`src/lrukr_pkg.sv`:
```
package lrukr_pkg;

	// sizes
	localparam int FRAME_SLOTS = 64;
	localparam int FRAME_W     = $clog2(FRAME_SLOTS);
	localparam int CNT_W       = $clog2(FRAME_SLOTS + 1);
	localparam int COUNT_W     = 4;
	localparam int STAMP_W     = 32;
	localparam int K_W         = 4;
	localparam int CFG_W       = 7;
	localparam int CFG_IDX_W   = 1;

	// configuration register indexes
	localparam logic [CFG_IDX_W-1:0] CFG_K_VALUE       = 1'b0;
	localparam logic [CFG_IDX_W-1:0] CFG_FRAMES_IN_USE = 1'b1;

	// reset values and limits
	localparam logic [K_W-1:0]     K_RESET   = K_W'(2);
	localparam logic [CNT_W-1:0]   FIU_RESET = CNT_W'(FRAME_SLOTS);
	localparam logic [COUNT_W-1:0] COUNT_MAX = {COUNT_W{1'b1}};
	localparam logic [STAMP_W-1:0] STAMP_MAX = {STAMP_W{1'b1}};

	typedef enum logic [1:0] {
		OP_RECORD = 2'd0,
		OP_SET    = 2'd1,
		OP_REMOVE = 2'd2,
		OP_EVICT  = 2'd3
	} op_t;

	typedef enum logic [1:0] {
		ST_OK      = 2'd0,
		ST_NONE    = 2'd1,
		ST_INVALID = 2'd2,
		ST_PINNED  = 2'd3
	} status_t;

	typedef struct packed {
		op_t              op;
		logic [FRAME_W-1:0] frame;
		logic             make_evictable;
	} req_t;

	typedef struct packed {
		status_t          status;
		logic [FRAME_W-1:0] victim;
		logic [CNT_W-1:0] evictable_count;
	} rsp_t;

	// one word of the frame store
	typedef struct packed {
		logic [COUNT_W-1:0] count;
		logic [STAMP_W-1:0] stamp;
	} entry_t;

	// one scanned slot handed to the victim selector
	typedef struct packed {
		logic               clear;
		logic               valid;
		logic [FRAME_W-1:0] idx;
		logic               eligible;
		logic               in_cache;
		logic [STAMP_W-1:0] stamp;
	} scan_entry_t;

	typedef struct packed {
		logic               found;
		logic [FRAME_W-1:0] idx;
	} pick_t;

endpackage

```
`src/lru_k_frame_replacer.sv`:
```
// record, set evictable and remove: frame modified in S_MOD, response registered in S_RESP once the output is free
// evict: response registered after the scan of the 64-entry stamp memory at one read per
// cycle, then S_SCAN_LAST, S_PICK and S_RESP; one request in flight at a time
// reset clears tracked and evictable flags, counters and stamp clock at once;
// the stamp memory has no clearing pass and its data are used only for tracked frames
module lru_k_frame_replacer (
	input  logic                            clk,
	input  logic                            arst_n,
	input  logic                            req_valid,
	output logic                            req_stall,
	input  lrukr_pkg::req_t                 req,
	output logic                            rsp_valid,
	input  logic                            rsp_stall,
	output lrukr_pkg::rsp_t                 rsp,
	input  logic                            cfg_we,
	input  logic [lrukr_pkg::CFG_IDX_W-1:0] cfg_index,
	input  logic [lrukr_pkg::CFG_W-1:0]     cfg_data
);

	typedef enum logic [5:0] {
		S_IDLE      = 6'b000001,
		S_MOD       = 6'b000010,
		S_SCAN      = 6'b000100,
		S_SCAN_LAST = 6'b001000,
		S_PICK      = 6'b010000,
		S_RESP      = 6'b100000
	} state_t;

	localparam logic [lrukr_pkg::FRAME_W-1:0] LAST_FRAME =
		lrukr_pkg::FRAME_W'(lrukr_pkg::FRAME_SLOTS - 1);

	state_t                            state_q;
	logic [lrukr_pkg::FRAME_W-1:0]     idx_q;
	logic [lrukr_pkg::FRAME_SLOTS-1:0] tracked_q, evict_q;
	logic [lrukr_pkg::CNT_W-1:0]       tracked_total_q, evict_total_q;
	logic [lrukr_pkg::STAMP_W-1:0]     stamp_q;
	logic [lrukr_pkg::K_W-1:0]         k_q;
	logic [lrukr_pkg::CNT_W-1:0]       fiu_q;
	logic                              rsp_valid_q;
	lrukr_pkg::req_t                   req_q;
	lrukr_pkg::rsp_t                   res_q, rsp_q;
	logic [lrukr_pkg::FRAME_W-1:0]     idx_s1;
	logic                              vld_s1;

	logic                              accept, rsp_free;
	logic [lrukr_pkg::K_W-1:0]         keff;
	logic [lrukr_pkg::FRAME_W-1:0]     raddr;
	lrukr_pkg::entry_t                 rdata, wdata;
	logic                              mem_we;
	lrukr_pkg::scan_entry_t            scan_ent;
	lrukr_pkg::pick_t                  hist, cache;

	// modify results for record, set and remove
	lrukr_pkg::status_t                mod_status;
	logic                              mod_trk, mod_ev, mod_adv, mod_we;
	logic [lrukr_pkg::CNT_W-1:0]       mod_ttot, mod_etot;
	logic [lrukr_pkg::COUNT_W-1:0]     cnt;
	logic                              trk, ce, bad;

	// pick results for evict
	logic                              pick_any;
	logic [lrukr_pkg::FRAME_W-1:0]     pick_v;

	assign accept    = req_valid && !req_stall;
	assign req_stall = (state_q != S_IDLE);
	assign rsp_free  = !rsp_valid_q || !rsp_stall;
	assign keff      = (k_q == '0) ? lrukr_pkg::K_W'(1) : k_q;

	// memory read address: request frame at accept, scan index otherwise
	assign raddr = (state_q == S_IDLE) ? req.frame : idx_q;

	lrukr_frame_store u_store (
		.clk   (clk),
		.we    (mem_we),
		.waddr (req_q.frame),
		.wdata (wdata),
		.raddr (raddr),
		.rdata (rdata)
	);

	// scan slot presented to the selector in the cycle after its read
	always_comb begin
		scan_ent.clear    = accept && (req.op == lrukr_pkg::OP_EVICT);
		scan_ent.valid    = vld_s1;
		scan_ent.idx      = idx_s1;
		scan_ent.eligible = tracked_q[idx_s1] && evict_q[idx_s1];
		scan_ent.in_cache = (rdata.count >= keff);
		scan_ent.stamp    = rdata.stamp;
	end

	lrukr_victim_sel u_sel (
		.clk    (clk),
		.arst_n (arst_n),
		.ent    (scan_ent),
		.hist   (hist),
		.cache  (cache)
	);

	// read-modify-write of one frame; the next request cannot overlap the write
	always_comb begin
		trk        = tracked_q[req_q.frame];
		ce         = evict_q[req_q.frame];
		bad        = ({1'b0, req_q.frame} >= fiu_q);
		mod_status = lrukr_pkg::ST_OK;
		mod_trk    = trk;
		mod_ev     = ce;
		mod_ttot   = tracked_total_q;
		mod_etot   = evict_total_q;
		mod_adv    = 1'b0;
		mod_we     = 1'b0;
		wdata      = rdata;
		cnt        = rdata.count;
		if (bad) begin
			mod_status = lrukr_pkg::ST_INVALID;
		end else begin
			case (req_q.op)
				lrukr_pkg::OP_RECORD: begin
					if (!trk) begin
						if (tracked_total_q >= fiu_q) begin
							mod_status = lrukr_pkg::ST_INVALID;
						end else begin
							mod_trk     = 1'b1;
							mod_ev      = 1'b1;
							mod_ttot    = tracked_total_q + 1'b1;
							mod_etot    = evict_total_q + 1'b1;
							mod_we      = 1'b1;
							mod_adv     = 1'b1;
							wdata.count = lrukr_pkg::COUNT_W'(1);
							wdata.stamp = stamp_q;
						end
					end else begin
						if ((cnt < keff) && (cnt != lrukr_pkg::COUNT_MAX)) begin
							cnt = cnt + 1'b1;
						end
						wdata.count = cnt;
						mod_we      = 1'b1;
						if (cnt >= keff) begin
							wdata.stamp = stamp_q;
							mod_adv     = 1'b1;
						end
					end
				end
				lrukr_pkg::OP_SET: begin
					if (trk) begin
						if (ce && !req_q.make_evictable) begin
							mod_ev = 1'b0;
							if (evict_total_q != '0) mod_etot = evict_total_q - 1'b1;
						end else if (!ce && req_q.make_evictable) begin
							mod_ev   = 1'b1;
							mod_etot = evict_total_q + 1'b1;
						end
					end
				end
				lrukr_pkg::OP_REMOVE: begin
					if (trk) begin
						if (!ce) begin
							mod_status = lrukr_pkg::ST_PINNED;
						end else begin
							mod_trk  = 1'b0;
							mod_ev   = 1'b0;
							mod_ttot = tracked_total_q - 1'b1;
							if (evict_total_q != '0) mod_etot = evict_total_q - 1'b1;
						end
					end
				end
				default: ;
			endcase
		end
	end

	assign mem_we = (state_q == S_MOD) && mod_we;

	// history class wins over cache class
	assign pick_any = hist.found || cache.found;
	assign pick_v   = hist.found ? hist.idx : cache.idx;

	// control state, flags and counters
	always_ff @(posedge clk or negedge arst_n) begin
		if (!arst_n) begin
			state_q         <= S_IDLE;
			idx_q           <= '0;
			tracked_q       <= '0;
			evict_q         <= '0;
			tracked_total_q <= '0;
			evict_total_q   <= '0;
			stamp_q         <= '0;
			k_q             <= lrukr_pkg::K_RESET;
			fiu_q           <= lrukr_pkg::FIU_RESET;
			rsp_valid_q     <= 1'b0;
			vld_s1          <= 1'b0;
		end else begin
			// configuration writes
			if (cfg_we) begin
				unique case (cfg_index)
					lrukr_pkg::CFG_K_VALUE:       k_q   <= cfg_data[lrukr_pkg::K_W-1:0];
					lrukr_pkg::CFG_FRAMES_IN_USE: fiu_q <= cfg_data;
					default: ;
				endcase
			end

			// output register handshake
			if (rsp_valid_q && !rsp_stall) begin
				rsp_valid_q <= 1'b0;
			end

			vld_s1 <= (state_q == S_SCAN);

			unique case (state_q)
				S_IDLE: begin
					if (accept) begin
						idx_q   <= '0;
						state_q <= (req.op == lrukr_pkg::OP_EVICT) ? S_SCAN : S_MOD;
					end
				end
				S_MOD: begin
					tracked_q[req_q.frame] <= mod_trk;
					evict_q[req_q.frame]   <= mod_ev;
					tracked_total_q        <= mod_ttot;
					evict_total_q          <= mod_etot;
					if (mod_adv && (stamp_q != lrukr_pkg::STAMP_MAX)) begin
						stamp_q <= stamp_q + 1'b1;
					end
					state_q <= S_RESP;
				end
				S_SCAN: begin
					if (idx_q == LAST_FRAME) begin
						state_q <= S_SCAN_LAST;
					end else begin
						idx_q <= idx_q + 1'b1;
					end
				end
				S_SCAN_LAST: begin
					state_q <= S_PICK;
				end
				S_PICK: begin
					if (pick_any) begin
						tracked_q[pick_v] <= 1'b0;
						evict_q[pick_v]   <= 1'b0;
						tracked_total_q   <= tracked_total_q - 1'b1;
						if (evict_total_q != '0) evict_total_q <= evict_total_q - 1'b1;
					end
					state_q <= S_RESP;
				end
				S_RESP: begin
					if (rsp_free) begin
						rsp_valid_q <= 1'b1;
						state_q     <= S_IDLE;
					end
				end
				default: state_q <= S_IDLE;
			endcase
		end
	end

	// payload registers
	always_ff @(posedge clk) begin
		if (accept) begin
			req_q <= req;
		end
		idx_s1 <= idx_q;
		if (state_q == S_MOD) begin
			res_q.status          <= mod_status;
			res_q.victim          <= '0;
			res_q.evictable_count <= mod_etot;
		end else if (state_q == S_PICK) begin
			if (pick_any) begin
				res_q.status <= lrukr_pkg::ST_OK;
				res_q.victim <= pick_v;
				res_q.evictable_count <= (evict_total_q != '0) ?
					evict_total_q - 1'b1 : evict_total_q;
			end else begin
				res_q.status          <= lrukr_pkg::ST_NONE;
				res_q.victim          <= '0;
				res_q.evictable_count <= evict_total_q;
			end
		end
		if ((state_q == S_RESP) && rsp_free) begin
			rsp_q <= res_q;
		end
	end

	assign rsp_valid = rsp_valid_q;
	assign rsp       = rsp_q;

endmodule

```
`src/lrukr_frame_store.sv`:
```
module lrukr_frame_store (
	input  logic                               clk,
	input  logic                               we,
	input  logic [lrukr_pkg::FRAME_W-1:0]      waddr,
	input  lrukr_pkg::entry_t                  wdata,
	input  logic [lrukr_pkg::FRAME_W-1:0]      raddr,
	output lrukr_pkg::entry_t                  rdata
);

	lrukr_pkg::entry_t mem [lrukr_pkg::FRAME_SLOTS];

	// single write port
	always_ff @(posedge clk) begin
		if (we) begin
			mem[waddr] <= wdata;
		end
	end

	// registered read
	always_ff @(posedge clk) begin
		rdata <= mem[raddr];
	end

endmodule

```
`src/lrukr_victim_sel.sv`:
```
module lrukr_victim_sel (
	input  logic                   clk,
	input  logic                   arst_n,
	input  lrukr_pkg::scan_entry_t ent,
	output lrukr_pkg::pick_t       hist,
	output lrukr_pkg::pick_t       cache
);

	logic                          hist_found_q, cache_found_q;
	logic [lrukr_pkg::FRAME_W-1:0] hist_idx_q, cache_idx_q;
	logic [lrukr_pkg::STAMP_W-1:0] hist_stamp_q, cache_stamp_q;
	logic                          take_hist, take_cache;

	// strict compare keeps the lowest frame number on equal stamps
	assign take_hist  = ent.valid && ent.eligible && !ent.in_cache &&
		(!hist_found_q || (ent.stamp < hist_stamp_q));
	assign take_cache = ent.valid && ent.eligible && ent.in_cache &&
		(!cache_found_q || (ent.stamp < cache_stamp_q));

	// found flags
	always_ff @(posedge clk or negedge arst_n) begin
		if (!arst_n) begin
			hist_found_q  <= 1'b0;
			cache_found_q <= 1'b0;
		end else if (ent.clear) begin
			hist_found_q  <= 1'b0;
			cache_found_q <= 1'b0;
		end else begin
			if (take_hist)  hist_found_q  <= 1'b1;
			if (take_cache) cache_found_q <= 1'b1;
		end
	end

	// best candidate of each class
	always_ff @(posedge clk) begin
		if (take_hist && !ent.clear) begin
			hist_idx_q   <= ent.idx;
			hist_stamp_q <= ent.stamp;
		end
		if (take_cache && !ent.clear) begin
			cache_idx_q   <= ent.idx;
			cache_stamp_q <= ent.stamp;
		end
	end

	assign hist.found  = hist_found_q;
	assign hist.idx    = hist_idx_q;
	assign cache.found = cache_found_q;
	assign cache.idx   = cache_idx_q;

endmodule
```
`config.mk`:
```
export PLATFORM = sky130hd
export DESIGN_NAME = lru_k_frame_replacer
export DESIGN_NICKNAME = d
export VERILOG_FILES = /design/src/lrukr_pkg.sv /design/src/lru_k_frame_replacer.sv /design/src/lrukr_frame_store.sv /design/src/lrukr_victim_sel.sv
export SDC_FILE = /design/constraint.sdc
export NUM_CORES = 2
export LEC_CHECK = 0
export BUFFER_PORTS_ARGS = -buffer_cell sky130_fd_sc_hd__buf_2
export CORE_ASPECT_RATIO = 1.25
export CORE_MARGIN = 8
export CORE_UTILIZATION = 57
export DETAILED_ROUTE_END_ITERATION = 6
export PLACE_DENSITY = 0.76
export SLEW_MARGIN = 20
export SYNTH_ARGS = -nofsm -noshare
export SYNTH_HDL_FRONTEND = slang
export SYNTH_HIERARCHICAL = 1
export SYNTH_SLANG_ARGS = --single-unit
```
`constraint.sdc`:
```
create_clock -name clk -period 6.4 [get_ports clk]
set_input_delay 1.28 -clock clk [delete_from_list [all_inputs] [get_ports clk]]
set_output_delay 1.28 -clock clk [all_outputs]
set_load 0.05 [all_outputs]
```
======== Word level (Yosys, flattened, before mapping) ========
Memory sizes are Yosys's and may differ from the RTL's. A register that Yosys moved wholly into a read port is not among the register bits.
Cells that the tools add are included.
storage, ports and cells
  bits in registers ....................... 322
  bits in writable memories ............... 2304
  input port bits ......................... 22
  output and inout port bits .............. 17
  memories ................................ 1
memories
  memory       depth  bits a word  rd ports  clocked after Yosys merged registers in  wr ports  RTL line                 source
  u_store.mem  64     36           1         1                                        1         lrukr_frame_store.sv:10  lrukr_pkg::entry_t mem [lrukr_pkg::FRAME_SLOTS];
cells by class
  add/sub/neg operators ................... 7
  $lt $le $gt $ge ......................... 12
  equal/unequal tests ..................... 24
  multiplexer cells ....................... 96
  bitwise operators ....................... 4
  reduce and logical (&&, ||, !) cells .... 47
operators with widths
  operator                                                                      number
  64-bit one-hot mux with 2 select lines                                        2
  36-bit 2-to-1 mux                                                             4
  64-bit AND                                                                    2
  64-bit bitwise mux                                                            2
  64-bit 2-to-1 mux                                                             2
  7-bit 2-to-1 mux                                                              16
  32-bit less-than comparator                                                   2
  64-bit inverter                                                               1
  6-bit 2-to-1 mux                                                              7
  7-bit one-hot mux with 2 select lines                                         3
  1-bit 2-to-1 mux                                                              33
  32-bit by 1-bit adder with 32-bit output, second input constant               1
  32-bit 2-to-1 mux                                                             1
  32-bit inequality test, second input constant                                 1
  15-bit 2-to-1 mux                                                             2
  6-bit one-hot mux with 5 select lines                                         1
  1-bit binary-select mux with 6-bit select                                     4
  6-bit by 7-bit less-than comparator with 1-bit output, second input constant  3
  7-bit one-hot mux with 3 select lines                                         1
  4-bit 2-to-1 mux                                                              5
  1-bit logical AND                                                             19
  7-bit by 1-bit adder with 7-bit output, second input constant                 2
  14-bit 2-to-1 mux                                                             1
  7-bit by 1-bit subtractor with 7-bit output, second input constant            2
  other kinds (39)                                                              73

======== Depth between registers and ports, before layout ========
  word-level depth ........................ 15
  depth in mapped cells ................... 20
  depth with buffers taken out ............ 19

======== Hierarchy ========
Netlist, hierarchy kept.
by module, submodules not included
  module                instances  cells each  area each (sq um)  seq. area each (sq um)
  lrukr_frame_store     1          3779        87969.4            69907.0
  lru_k_frame_replacer  1          1618        14795.4            6214.7
  lrukr_victim_sel      1          307         3946.3             2332.2

======== Worst setup path after synthesis ========
No wires, ideal clock.
  path type ............................... register -> register
  start ................................... register k_q[1] (netlist name)
  end ..................................... memory u_store/mem[0][10] (netlist name), data pin
  arrival time ............................ 5.615 ns
  required time ........................... 5.698 ns
  path slack .............................. 0.084 ns
  stages on the path, launching flop included .. 17
  cells stage by stage .................... dfstp_2 > inv_1 > ha_1 > nor2b_1 > o21ai_0 > nand2b_1 > a21oi_1 > inv_1 > a31oi_1 > mux2_2 > ha_1 > a21o_1 > a21oi_1 > nor2b_1 > o311ai_2 > buf_2 > o21ai_0
RTL lines
  what                    RTL line                     source
  from (decl)             lru_k_frame_replacer.sv:37   logic [lrukr_pkg::K_W-1:0] k_q;
  from (signal assigned)  lru_k_frame_replacer.sv:187  k_q <= lrukr_pkg::K_RESET;
  from (signal assigned)  lru_k_frame_replacer.sv:195  lrukr_pkg::CFG_K_VALUE: k_q <= cfg_data[lrukr_pkg::K_W-1:0];
  to (decl)               lrukr_frame_store.sv:10

======== Worst setup path in the final report ========
  start ................................... register req_q[1] (netlist name)
  end ..................................... memory u_store/mem[41][9] (netlist name) (enable)
on the way
  word-level cells in the longest chain between the ends .. 8
  elaborated cells on any way between the ends .. 9
  classes of those cells .................. 1 x order compare; 7 x mux; 1 x reduce/logical
ends and longest elaborated chain
  what                                        RTL line                     source
  from (decl)                                 lru_k_frame_replacer.sv:40   lrukr_pkg::req_t req_q;
  from (signal assigned)                      lru_k_frame_replacer.sv:258  req_q <= req;
  1-bit binary-select mux with 6-bit select   lru_k_frame_replacer.sv:101  trk = tracked_q[req_q.frame];
  1-bit 2-to-1 mux (not written as such)      lru_k_frame_replacer.sv:101
  1-bit 2-to-1 mux                            lru_k_frame_replacer.sv:118  if (!trk) begin
  1-bit 2-to-1 mux                            lru_k_frame_replacer.sv:116  case (req_q.op)
  1-bit 2-to-1 mux (*)                        lru_k_frame_replacer.sv:113  if (bad) begin
  1-bit logical AND (*)                       lru_k_frame_replacer.sv:171  assign mem_we = (state_q == S_MOD) && mod_we;
  net mem_we                                  lru_k_frame_replacer.sv:49   logic mem_we;
  1-bit 2-to-1 mux (*)                        lrukr_frame_store.sv:14      if (we) begin
  1-bit 2-to-1 mux (not written as such) (*)  lrukr_frame_store.sv:15      mem[waddr] <= wdata;
Mark *: on every way through the listed nets, which the timed path passes. The rest lies on a longest branch. The select of a mux whose other input is x is not followed.

==> implementation parameters <==
Parameter                              Value

Critical path
  Top fanout value on the critical path ... 36
  Kind of cell adding the most delay to the critical path ... simple AND/OR/NAND/NOR gates
  Data required time at the worst endpoint ... 6880 ps
  Crit-path slowest cell ... sky130_fd_sc_hd__buf_4
  Cell-by-cell listing of the critical path ... buf_4 > buf_4 > or3b_2 > a21oi_1 > o41ai_1 > o32ai_2 > or3_1 > nand2_1 > nor2_1 > nor2b_1 > nand2_1 > nor2_4 > buf_4
  Crit path kind ... reg -> reg
  Startpoint type of the worst setup path ... register
  Cell seen most often among critical-path stages ... sky130_fd_sc_hd__buf_4
  Buffers & Inverters on Critical Path ... 3
  Largest stage delay, worst path ... 640 ps
  Kind of end point of the critical path ... register
  Worst Path Arrival ... 5990 ps

GRT
  Most used routing layer ... met2
  GRT Total Usage ... 27.9%
  Global-route track usage on met2 ... 45.2%
  Initial antenna violation count ... 12
  Met1 layer usage reported by global route ... 36.3%
  Pin count of the biggest net entering global routing ... 134
  Met3 demand-to-capacity share in global routing ... 6.19%
  Wire length of the first global-routing pass ... 410 mm
  Overall overflow remaining after global route ... 0
  Via count of the first global-routing pass ... 59300

Synthesis
  Fraction of the yosys area taken by sequential cells ... 73.5%
  Adder-cell area share of the yosys netlist ... 1.07%
  Seq cells post-synth ... 2662
  Fraction of post-synthesis cell area in the top cell type by area ... 67.9%
  Fraction of synthesized cell area in xor and xnor cells ... 0.394%
  Netlist area before placement ... 107000 um^2
  Dominant combinational cell family by area after synthesis ... multiplexers
  Average instance area after synthesis ... 18.7 um^2
  Multiplexer share of the synthesized area ... 13.5%
  Area leader, netlist ... sky130_fd_sc_hd__edfxtp_1
  Synthesized netlist net count ... 5817
  Basic-gate share of the synthesized area counting and, or, nand and nor cells ... 4.11%
  Count of cell types in the netlist ... 90
  Total number of yosys warnings ... 6
  Largest cells by area after synthesis ... sky130_fd_sc_hd__edfxtp_1, sky130_fd_sc_hd__mux4_2, sky130_fd_sc_hd__dfrtp_1, sky130_fd_sc_hd__nand2_1, sky130_fd_sc_hd__ha_1
  Number of flops mapped to enable cells by yosys ... 2413
  Complex-gate fraction of the synthesized area ... 5.55%
  Share of flip-flops with an asynchronous set or reset after synthesis ... 7.55%
  Main flop type after synthesis ... sky130_fd_sc_hd__edfxtp_1
  Instance count of the mapped netlist ... 5704

Floorplan
  Initial Utilization ... 57.4%
  I/O pin cnt ... 39
  Core Rows ... 177
  Die Height ... 500 um
  Overall die area ... 201000 um^2
  Core Region ... 186000 um^2
  Die width ... 403 um

STA
  Number of pins with negative max-slew slack in the final report ... 0
  Setup repair after global routing missed its margin ... false
  Tightest Pin Transition ... 1150 ps
  Final period utilization ... 86.1%
  Setup TNS Final ... 0 ps
  Worst max-slew margin expressed relative to the limit ... 23.2%
  Number of failing hold endpoints at the final stage ... 0
  Total setup violations reported at the end of the flow ... 0
  Clk_skew ... 50.2 ps
  Minimum clock period ... 5510 ps
  Max Clk Rate ... 181 MHz
  Final setup margin ... 887 ps

CTS
  TritonCTS buffer count ... 230
  Max clock buf depth ... 3
  TritonCTS clock tree ... built
  Number of gates resized after cts ... 0
  Root Buffer Master ... sky130_fd_sc_hd__clkbuf_16
  CTS H-tree depth ... 4
  Number of sinks handled by clock tree synthesis ... 2662
  Hold-fix buffer count after cts ... 0
  Clock input transition at the sequential cells of the worst setup and hold paths ... 60 ps
  Clock latency of the later-clocked register in the worst-skew pair ... 890 ps
  Number of post-CTS setup repair buffers ... 0

Route
  Number of remaining DRC errors ... 0
  Final routed wirelength across all metal layers ... 286 mm
  Average detailed-routed wire length per instance ... 33.6 um
  Residual antenna-violating net count after detailed routing ... 0
  Total vias in the final route ... 59300
  Number of DRC markers in iteration 0 ... 8264
  Detailed Routing Iterations Pass 1 ... 6
  Number of vias per cell ... 6.97

Power and ir drop
  P_leak ... 38.1 nW
  Power per standard cell area ... 435 nW/um^2
  Worst vdd rail ir drop ... 0.385 mV

Layout
  Most used cells in the layout excluding fill and tap cells ... sky130_fd_sc_hd__edfxtp_1, sky130_fd_sc_hd__mux4_2, sky130_fd_sc_hd__nand2_1
  Share of the core filled with cells in the final layout ... 63.8%
  Post-layout nets ... 6000
  Most common cell after layout, fill and taps aside ... sky130_fd_sc_hd__edfxtp_1
  Final Cell Area ... 119000 um^2
  Layout fillers ... 12000
  Area growth from synthesis to layout ... 11.3%
  Fraction of layout instances using a drive strength above 1 ... 22.5%

Status
  Run status ... finished clean

Job
  Maxcap violations ... 0

Placed design
  Number of I/O port buffers ... 38
  Placer Congestion ... 0.959
  Pre-CTS worst setup slack ... 840 ps
  Post-DP HPWL ... 167 mm
  Instance area at placement ... 111000 um^2

Min path
  Worst min-delay path class ... reg -> reg
per-layer routing:
metal | up-vias | part of all wire (%)
met1 | 30400 | 35
li1 | 23700 | -
met2 | 4295 | 48
met4 | 14 | 5.7
met3 | 833 | 12
met5 | - | 0.033
where the power goes:
part | switching, mW | internal [mW] | leakage (nW)
clock network | 6.21 | 7.84 | 3.70
registers | 0.703 | 22.0 | 24.9
logic | 9.54 | 5.32 | 9.46
total | 16.5 | 35.2 | 38.1
cells by family after synthesis:
logic type	count (synthesis)
AOI/OAI and AO/OA	836
xor gates and xnor gates	48
adders and majority gates	91
buffers and inverters	420
DFF	2662
muxes	728
and+or+nand+nor	919
stage by stage:
stage | total power, mW | cells | hold WS [ps]
3_3_place_gp | 37.1 | 8068 | 412
2_1_floorplan | 32.2 | 5704 | 400
4_1_cts | 51.5 | 8500 | 424
5_1_grt | 53.0 | 8501 | 439
3_5_place_dp | 37.6 | 8071 | 419
6_report | 51.6 | 8505 | 438
worst paths after layout:
path,depth (start not counted),slack [ps],to,startpoint
min in group asynchronous,1,520,idx_q[2],arst_n
min reg2reg,0,440,rsp[9],res_q[9]
max reg2reg,13,890,u_store/mem[41][9],req_q[1]
max,13,890,u_store/mem[41][9],req_q[1]
max in group asynchronous,2,4610,tracked_total_q[0],arst_n
min,0,440,rsp[9],res_q[9]
worst register-to-register path, cell delays in order (launching register included):
cell and delay [ps]:
sky130_fd_sc_hd__edfxtp_1 630, sky130_fd_sc_hd__buf_4 340, sky130_fd_sc_hd__buf_4 210, sky130_fd_sc_hd__or3b_2 450
sky130_fd_sc_hd__a21oi_1 140, sky130_fd_sc_hd__o41ai_1 130, sky130_fd_sc_hd__o32ai_2 370, sky130_fd_sc_hd__or3_1 300
sky130_fd_sc_hd__nand2_1 260, sky130_fd_sc_hd__nor2_1 470, sky130_fd_sc_hd__nor2b_1 340, sky130_fd_sc_hd__nand2_1 540
sky130_fd_sc_hd__nor2_4 250, sky130_fd_sc_hd__buf_4 640
state kept, by name (all words and copies together) (netlist names), 7 cells and up:
name	flops
u_store/mem	2304
u_store/rdata	36
evict_q	64
stamp_q	32
u_sel/hist_stamp_q	32
fiu_q	7
tracked_total_q	7
res_q	15
rsp	15
evict_total_q	7
u_sel/cache_stamp_q	32
tracked_q	64
req_q	9
Yosys cell counts, types with 67 or more instances:
cell	instances
sky130_fd_sc_hd__nand2_1	341
sky130_fd_sc_hd__mux2i_1	96
sky130_fd_sc_hd__a211oi_1	67
sky130_fd_sc_hd__clkbuf_1	166
sky130_fd_sc_hd__mux4_2	564
sky130_fd_sc_hd__dfrtp_1	198
sky130_fd_sc_hd__ha_1	91
sky130_fd_sc_hd__inv_1	96
sky130_fd_sc_hd__o21ai_0	164
sky130_fd_sc_hd__a22oi_1	87
sky130_fd_sc_hd__nor2_1	196
sky130_fd_sc_hd__o22ai_1	130
sky130_fd_sc_hd__a32o_1	73
sky130_fd_sc_hd__nand3_1	97
sky130_fd_sc_hd__edfxtp_1	2413
final cells by class:
cell class              count  area [um^2]  share of cell area [%]
well taps                2416         3020                    2.55
repair buffers            273         2200                    1.86
clock inverters           110         1110                   0.937
inverters                  98          368                   0.310
flip-flops and latches   2662        78500                    66.1
clock buffers             319         6490                    5.46
diodes                      5         12.5                  0.0105
multi-input cells        2622        27100                    22.8
No activity file was read; power rests on OpenSTA's default activity.
